===== src/hdl/pwrseq_pkg.sv =====
// Shared codes and reset constants for the power sequencer with keep-alive watchdog.
package pwrseq_pkg;

	// Control state codes
	localparam logic [1:0] MODE_INIT = 2'd0;
	localparam logic [1:0] MODE_OFF  = 2'd1;
	localparam logic [1:0] MODE_ON   = 2'd2;
	localparam logic [1:0] MODE_IDLE = 2'd3;

	// Item kinds carried on the input tuser
	localparam logic [1:0] ACT_TICK      = 2'd0;
	localparam logic [1:0] ACT_KEEPALIVE = 2'd1;
	localparam logic [1:0] ACT_SHUTDOWN  = 2'd2;
	localparam logic [1:0] ACT_UNUSED    = 2'd3;

	// Wake cause codes
	localparam logic [1:0] CAUSE_NONE     = 2'd0;
	localparam logic [1:0] CAUSE_BUTTON   = 2'd1;
	localparam logic [1:0] CAUSE_IGNITION = 2'd2;
	localparam logic [1:0] CAUSE_CAN      = 2'd3;

	// Configuration register indexes
	localparam logic REG_KEEPALIVE  = 1'b0;
	localparam logic REG_LONG_PRESS = 1'b1;

	// Register reset values
	localparam logic [15:0] KEEPALIVE_RESET  = 16'd500;
	localparam logic [15:0] LONG_PRESS_RESET = 16'd800;

	localparam int SD_W = 15;

	typedef struct packed {
		logic [1:0] control_state;
		logic       power_pin;
		logic [1:0] wake_cause;
		logic       can_seen;
		logic       sd_prepare;
	} result_t;

endpackage


===== src/hdl/power_sequencer_with_keepalive.sv =====
// Power sequencer top level: control state machine, keep-alive watchdog and shutdown timers.
//
// One item is taken per clock cycle, back to back. An accepted item lands in an input
// register; the state update and its result are computed from it in a single pass of
// short logic and written into the result register together with the new state,
// whenever the result register is empty or being taken downstream. The
// result register parts the two sides: the input stays open while a result waits, and
// only stalls when both the input register and the result register are full and the
// downstream side is not ready. Kinds of item (tuser): tick, keep-alive refresh,
// shutdown request; the fourth code is reported without changing anything. A tick
// samples button, ignition and CAN levels; in off any active source (or a pending
// restart) powers up, in on the watchdog, long-press and shutdown timers run, checked
// in the order forced reset, forced shutdown, requested shutdown. Register writes on
// the config channel are always accepted and take effect at the next reload of the
// corresponding counter; write them only while no item is in flight.
module power_sequencer_with_keepalive
	import pwrseq_pkg::*;
#(
	parameter int TICKS_PER_DELAY_UNIT = 100
) (
	input  logic        clk,
	input  logic        arst_n,
	// input item stream
	input  logic        s_axis_tvalid,
	output logic        s_axis_tready,
	// [0] power_button, [1] ignition, [2] can_operative, [3] keepalive_enable,
	// [11:4] shutdown_delay, [15:12] zero
	input  logic [15:0] s_axis_tdata,
	// [1:0] action
	input  logic [1:0]  s_axis_tuser,
	// result stream
	output logic        m_axis_tvalid,
	input  logic        m_axis_tready,
	// [1:0] control_state, [2] power_pin, [4:3] wake_cause, [5] can_seen,
	// [6] sd_prepare, [7] zero
	output logic [7:0]  m_axis_tdata,
	// configuration writes
	input  logic        cfg_valid,
	output logic        cfg_ready,
	input  logic        cfg_index,
	input  logic [15:0] cfg_data
);

	// configuration registers
	logic [15:0] keepalive_ticks_q;
	logic [15:0] long_press_ticks_q;

	// input stage
	logic        valid_s1;
	logic [1:0]  action_s1;
	logic        btn_s1;
	logic        ign_s1;
	logic        can_s1;
	logic        kaen_s1;
	logic [7:0]  delay_s1;

	// sequencer state
	logic [1:0]      mode_q,       mode_d;
	logic            power_on_q,   power_on_d;
	logic [1:0]      cause_q,      cause_d;
	logic            can_latch_q,  can_latch_d;
	logic [15:0]     wd_count_q,   wd_count_d;
	logic            wd_en_q,      wd_en_d;
	logic [15:0]     press_cnt_q,  press_cnt_d;
	logic [SD_W-1:0] sd_count_q,   sd_count_d;
	logic            reset_flag_q, reset_flag_d;
	logic            press_flag_q, press_flag_d;
	logic            sd_flag_q,    sd_flag_d;
	logic            restart_q,    restart_d;
	logic            prepare_d;

	// result stage
	logic    out_valid_q;
	result_t result_q;

	logic            advance;
	logic            src_any;
	logic [1:0]      src_cause;
	logic [SD_W-1:0] sd_load;

	assign cfg_ready     = 1'b1;
	assign advance       = valid_s1 && (!out_valid_q || m_axis_tready);
	assign s_axis_tready = !valid_s1 || advance;

	assign m_axis_tvalid = out_valid_q;
	assign m_axis_tdata  = {1'b0, result_q.sd_prepare, result_q.can_seen,
		result_q.wake_cause, result_q.power_pin, result_q.control_state};

	// delayed shutdown load, kept modulo the counter width
	assign sd_load = SD_W'(SD_W'(delay_s1) * SD_W'(TICKS_PER_DELAY_UNIT));

	// wake sources by priority; CAN is the level sampled by this tick
	assign src_any   = btn_s1 || ign_s1 || can_s1;
	assign src_cause = btn_s1 ? CAUSE_BUTTON : (ign_s1 ? CAUSE_IGNITION : CAUSE_CAN);

	always_ff @(posedge clk or negedge arst_n) begin
		if (!arst_n) begin
			keepalive_ticks_q  <= KEEPALIVE_RESET;
			long_press_ticks_q <= LONG_PRESS_RESET;
		end else if (cfg_valid && cfg_ready) begin
			unique case (cfg_index)
				REG_KEEPALIVE:  keepalive_ticks_q  <= cfg_data;
				REG_LONG_PRESS: long_press_ticks_q <= cfg_data;
				default: ;
			endcase
		end
	end

	// input register
	always_ff @(posedge clk or negedge arst_n) begin
		if (!arst_n) begin
			valid_s1 <= 1'b0;
		end else if (s_axis_tready) begin
			valid_s1 <= s_axis_tvalid;
		end
	end

	always_ff @(posedge clk) begin
		if (s_axis_tvalid && s_axis_tready) begin
			action_s1 <= s_axis_tuser;
			btn_s1    <= s_axis_tdata[0];
			ign_s1    <= s_axis_tdata[1];
			can_s1    <= s_axis_tdata[2];
			kaen_s1   <= s_axis_tdata[3];
			delay_s1  <= s_axis_tdata[11:4];
		end
	end

	// next state for the item in the input register
	always_comb begin
		mode_d       = mode_q;
		power_on_d   = power_on_q;
		cause_d      = cause_q;
		can_latch_d  = can_latch_q;
		wd_count_d   = wd_count_q;
		wd_en_d      = wd_en_q;
		press_cnt_d  = press_cnt_q;
		sd_count_d   = sd_count_q;
		reset_flag_d = reset_flag_q;
		press_flag_d = press_flag_q;
		sd_flag_d    = sd_flag_q;
		restart_d    = restart_q;
		prepare_d    = 1'b0;

		unique case (action_s1)
			ACT_TICK: begin
				can_latch_d = can_s1;
				unique case (mode_q)
					MODE_INIT: begin
						cause_d    = CAUSE_NONE;
						power_on_d = 1'b0;
						mode_d     = MODE_OFF;
					end
					MODE_OFF: begin
						if (src_any) begin
							cause_d = src_cause;
						end
						if (src_any || restart_q) begin
							// power up with fresh timers
							reset_flag_d = 1'b0;
							press_flag_d = 1'b0;
							sd_flag_d    = 1'b0;
							restart_d    = 1'b0;
							wd_en_d      = 1'b0;
							press_cnt_d  = long_press_ticks_q;
							wd_count_d   = keepalive_ticks_q;
							sd_count_d   = '0;
							power_on_d   = 1'b1;
							mode_d       = MODE_ON;
						end
					end
					MODE_ON: begin
						if (wd_en_q && wd_count_q != '0) begin
							wd_count_d = wd_count_q - 16'd1;
							if (wd_count_q == 16'd1) begin
								reset_flag_d = 1'b1;
							end
						end
						if (btn_s1) begin
							if (press_cnt_q != '0) begin
								press_cnt_d = press_cnt_q - 16'd1;
								if (press_cnt_q == 16'd1) begin
									press_flag_d = 1'b1;
								end
							end
						end else begin
							press_cnt_d = long_press_ticks_q;
						end
						if (sd_count_q != '0) begin
							if (src_any) begin
								restart_d = 1'b1;
								cause_d   = src_cause;
							end
							sd_count_d = sd_count_q - SD_W'(1);
							if (sd_count_q == SD_W'(1)) begin
								sd_flag_d = 1'b1;
							end
						end
						priority if (reset_flag_d) begin
							mode_d = MODE_INIT;
						end else if (press_flag_d) begin
							mode_d = MODE_IDLE;
						end else if (sd_flag_d) begin
							mode_d = MODE_INIT;
						end
					end
					MODE_IDLE: begin
						// wait for button release
						if (!btn_s1) begin
							mode_d = MODE_INIT;
						end
					end
					default: ;
				endcase
			end
			ACT_KEEPALIVE: begin
				wd_count_d = keepalive_ticks_q;
				wd_en_d    = kaen_s1;
			end
			ACT_SHUTDOWN: begin
				if (delay_s1 == '0) begin
					sd_flag_d = 1'b1;
				end else begin
					prepare_d  = 1'b1;
					sd_count_d = sd_load;
				end
			end
			ACT_UNUSED: ;
			default: ;
		endcase
	end

	// state update, once per item leaving the input register
	always_ff @(posedge clk or negedge arst_n) begin
		if (!arst_n) begin
			mode_q       <= MODE_INIT;
			power_on_q   <= 1'b0;
			cause_q      <= CAUSE_NONE;
			can_latch_q  <= 1'b0;
			wd_count_q   <= KEEPALIVE_RESET;
			wd_en_q      <= 1'b0;
			press_cnt_q  <= LONG_PRESS_RESET;
			sd_count_q   <= '0;
			reset_flag_q <= 1'b0;
			press_flag_q <= 1'b0;
			sd_flag_q    <= 1'b0;
			restart_q    <= 1'b0;
		end else if (advance) begin
			mode_q       <= mode_d;
			power_on_q   <= power_on_d;
			cause_q      <= cause_d;
			can_latch_q  <= can_latch_d;
			wd_count_q   <= wd_count_d;
			wd_en_q      <= wd_en_d;
			press_cnt_q  <= press_cnt_d;
			sd_count_q   <= sd_count_d;
			reset_flag_q <= reset_flag_d;
			press_flag_q <= press_flag_d;
			sd_flag_q    <= sd_flag_d;
			restart_q    <= restart_d;
		end
	end

	// result register
	always_ff @(posedge clk or negedge arst_n) begin
		if (!arst_n) begin
			out_valid_q <= 1'b0;
		end else if (advance) begin
			out_valid_q <= 1'b1;
		end else if (m_axis_tready) begin
			out_valid_q <= 1'b0;
		end
	end

	always_ff @(posedge clk) begin
		if (advance) begin
			result_q.control_state <= mode_d;
			result_q.power_pin     <= power_on_d;
			result_q.wake_cause    <= cause_d;
			result_q.can_seen      <= can_latch_d;
			result_q.sd_prepare    <= prepare_d;
		end
	end

	// on always drives the power pin
	a_on_powered: assert property (@(posedge clk) disable iff (!arst_n)
		mode_q == MODE_ON |-> power_on_q)
		else $error("power pin low in on state");

	// idle is only reached through a long press
	a_idle_press: assert property (@(posedge clk) disable iff (!arst_n)
		mode_q == MODE_IDLE |-> press_flag_q)
		else $error("idle state without long-press flag");

	// a pending prepare result implies the countdown is loaded
	a_prepare_count: assert property (@(posedge clk) disable iff (!arst_n)
		out_valid_q && result_q.sd_prepare |-> sd_count_q != '0)
		else $error("prepare reported with empty shutdown countdown");

	// watchdog reload register follows a write
	a_cfg_write: assert property (@(posedge clk) disable iff (!arst_n)
		cfg_valid && cfg_ready && cfg_index == REG_KEEPALIVE
		|=> keepalive_ticks_q == $past(cfg_data))
		else $error("keep-alive register not updated");

endmodule

===== config.mk =====
export PLATFORM = sky130hd
export DESIGN_NAME = power_sequencer_with_keepalive
export DESIGN_NICKNAME = d
export VERILOG_FILES = /design/src/hdl/pwrseq_pkg.sv /design/src/hdl/power_sequencer_with_keepalive.sv
export SDC_FILE = /design/constraint.sdc
export NUM_CORES = 1
export LEC_CHECK = 0
export BUFFER_PORTS_ARGS = -buffer_cell sky130_fd_sc_hd__buf_2
export CELL_PAD_IN_SITES_DETAIL_PLACEMENT = 1
export CELL_PAD_IN_SITES_GLOBAL_PLACEMENT = 2
export CORE_MARGIN = 2
export CORE_UTILIZATION = 39
export DETAILED_ROUTE_END_ITERATION = 12
export PLACE_DENSITY = 0.82
export SYNTH_ARGS = -nofsm -noshare
export SYNTH_HDL_FRONTEND = slang
export SYNTH_SLANG_ARGS = --single-unit

===== constraint.sdc =====
create_clock -name clk -period 4 [get_ports clk]
set_input_delay 0.8 -clock clk [delete_from_list [all_inputs] [get_ports clk]]
set_output_delay 0.8 -clock clk [all_outputs]
set_load 0.01 [all_outputs]

==> flow_metrics.env <==
export IMPL_slew_viol_final=0
export IMPL_seq_area_sq_mm=0.00296
export IMPL_layout_commonest_cell="o21ai_0"
export IMPL_hold_path_class="primary input to asynchronous set/reset pin"
export IMPL_first_iter_violations=324
export IMPL_yosys_most_used_dff="dfrtp_1"
export IMPL_finalHoldViolations=0
export IMPL_slowest_delay_ps=470
export IMPL_grt_pass1_wl_microns=29100
export IMPL_cts_sinks=113
export IMPL_dieArea_sq_mm=0.0175
export IMPL_clk_pin_slew_ps=60
export IMPL_synth_edf_count=21
export IMPL_power_density_mw_per_mm2=691
export IMPL_worst_slack_ps=848
export IMPL_p_leak_nw=3.17
export IMPL_holdWs_ps=482
export IMPL_io_buffers=44
export IMPL_crit_fanout=5
export IMPL_grt_total_usage=0.209
export IMPL_initial_utilization=0.402
export IMPL_tightest_slew_ps=902
export IMPL_grt_pass1_vias=5675
export IMPL_cts_buffers=17
export IMPL_crit_required_ps=4310
export IMPL_cts_max_level=4
export IMPL_met2_usage=0.347
export IMPL_timing_final_crit_share=0.788
export IMPL_cap_violations=0
export IMPL_drive_gt1_frac=0.217
export IMPL_clockBufferDepth=2
export IMPL_setup_worst_path_start_class="register"
export IMPL_dr_pass1_iters=4
export IMPL_crit_arrival_ps=3460
export IMPL_vias=5267
export IMPL_async_flop_share=0.814
export IMPL_ir_worst_vdd_uv=375
export IMPL_die_h_microns=132
export IMPL_ys_types=62
export IMPL_fin_setup_tns_ps=0
export IMPL_path_cells="inv_1 -> ha_1 -> ha_1 -> fa_1 -> ha_1 -> a211oi_1 -> nor2_1 -> o31ai_1 -> xnor2_1 -> a21oi_1 -> a21oi_1"
export IMPL_path_delay_family="adder cells"
export IMPL_fp_dieW_microns=132
export IMPL_cpMostUsedCell="ha_1"
export IMPL_setup_viol=0
export IMPL_cts_post_setup_buffers_inserted=0
export IMPL_rrSetupSlack_ps=850
export IMPL_synth_nets=739
export IMPL_outcome="finished, final reports clean"
export IMPL_rsz0062_at_grt="false"
export IMPL_drt_vias_per_instance=5.69
export IMPL_hpwl_microns=12200
export IMPL_r2r_start="delay_s1[2]"
export IMPL_cts_root_buf="clkbuf_16"
export IMPL_post_place_ws_ps=839
export IMPL_syn_instance_count=654
export IMPL_ys_ff_latch=113
export IMPL_drtAntennaViolNets=0
export IMPL_layout_common_cells="o21ai_0 (77), dfrtp_1 (74), nor2_1 (67)"
export IMPL_cts_hold_buf=0
export IMPL_use_met1=0.265
export IMPL_core_area_sq_mm=0.0160
export IMPL_netlist_area_sq_mm=0.00643
export IMPL_cp_startpoint="delay_s1[2]"
export IMPL_antenna_cells=0
export IMPL_placementRows=46
export IMPL_period_needed_ps=3150
export IMPL_worst_path_buf_inv=1
export IMPL_grt_overflow_total=0
export IMPL_tritoncts="done"
export IMPL_nFillCells=1857
export IMPL_wl_per_cell_microns=18.9
export IMPL_routed_wl_microns=17500
export IMPL_antenna_found_initial=0
export IMPL_area_delta_synth_final_pct=16.6
export IMPL_nNetsFinal=782
export IMPL_ctsResizeCount=0
export IMPL_synth_area_per_cell_sq_um=9.84
export IMPL_num_io_pins=51
export IMPL_relSlewSlack=0.398
export IMPL_p_total_mw=5.19
export IMPL_clkLatencyLatePin_ps=420
export IMPL_dpl_cell_count=894
export IMPL_fin_skew_ps=6.62
export IMPL_yosysSeqAreaShare=0.459
export IMPL_endpoint_kind="register"
export IMPL_yosysWarnings=0
export IMPL_multi_input_area_sq_mm=0.00327
export IMPL_gp_congestion=0.799
export IMPL_busiest_layer="met2"
export IMPL_use_met3=0.0456
export IMPL_max_freq_mhz=317
export IMPL_remaining_drc_errors=0
export IMPL_crit_slowest_cell="fa_1"
export IMPL_critical_path_class="register to register"
export IMPL_layoutNonFillerInstCount=926
export IMPL_grt_max_degree=67
## logic make-up after synthesis
group,Yosys count,synth area share
compound gates,209,0.197
flops,113,0.459
other cells,2,0.00117
mux,34,0.0595
buf+inv,54,0.0342
simple gates,189,0.146
fa+ha+maj,45,0.0910
xor+xnor,8,0.0109
## cells in the mapped netlist, types with 4 or more instances
master / count / area [sq um]
ha_1: 42 / 526
a211oi_1: 4 / 30.0
or3_1: 9 / 56.3
nor3_1: 21 / 105
inv_1: 23 / 86.3
nor2_1: 67 / 251
edfxtp_1: 21 / 631
o22a_1: 4 / 35.0
o21ai_0: 78 / 390
clkbuf_1: 23 / 86.3
mux2_2: 34 / 383
nand3_1: 7 / 35.0
dfrtp_1: 74 / 1850
a21o_1: 4 / 30.0
dfstp_2: 18 / 473
xnor2_1: 5 / 43.8
a31oi_1: 11 / 68.8
o22ai_1: 4 / 25.0
o21bai_1: 6 / 45.0
a32oi_1: 4 / 35.0
nand2_1: 39 / 146
nor4_1: 7 / 43.8
and2_1: 4 / 25.0
o21a_1: 5 / 37.5
nor2b_1: 10 / 62.6
o31ai_1: 6 / 45.0
a22oi_1: 15 / 113
a21oi_1: 50 / 250
buf_2: 4 / 20.0
## cell type report
cell class              instances  area share
flip-flops and latches        113       0.394
inverters                      23      0.0115
well taps                     216      0.0360
clock inverters                14      0.0237
repair buffers                 55      0.0407
clock buffers                  18      0.0586
multi-input cells             487       0.435
## path summary, 6_finish.rpt
path,to,cells past startpoint
worst max register to register,sd_count_q[14],11
max in group asynchronous,keepalive_ticks_q[5],2
worst min-delay path,cause_q[0],1
min in group clk,can_latch_q,2
worst min register to register,can_latch_q,2
worst max-delay path,sd_count_q[14],11
## power by group
part	total, mW	switching (mW)	leakage (nW)	internal, mW
registers	1.93	0.368	1.29	1.56
clock network	1.59	0.589	0.307	1.01
logic	1.66	1.01	1.57	0.647
## flip-flops by register name (all words and copies together), names as in the netlist, 2 cells and up
register            count
long_press_ticks_q     16
cause_q                 2
m_axis_tdata            7
mode_q                  2
press_cnt_q            16
keepalive_ticks_q      16
delay_s1                8
action_s1               2
sd_count_q             15
wd_count_q             16
## per-layer routing
layer  part of all wire  up-vias
met5                  0        -
met2               0.49       80
met1               0.46     2667
met3              0.026       33
met4              0.025        0
li1                   -     2487
## stage by stage
| step | area [sq um] | utilization |
|---|---|---|
| 6_report | 7500 | 0.469 |
| 5_1_grt | 7500 | 0.469 |
| 4_1_cts | 7500 | 0.469 |
| 3_5_place_dp | 6880 | 0.430 |
| 3_3_place_gp | 6880 | 0.430 |
| 2_1_floorplan | 6430 | - |
(Power assumes the default switching activity.)
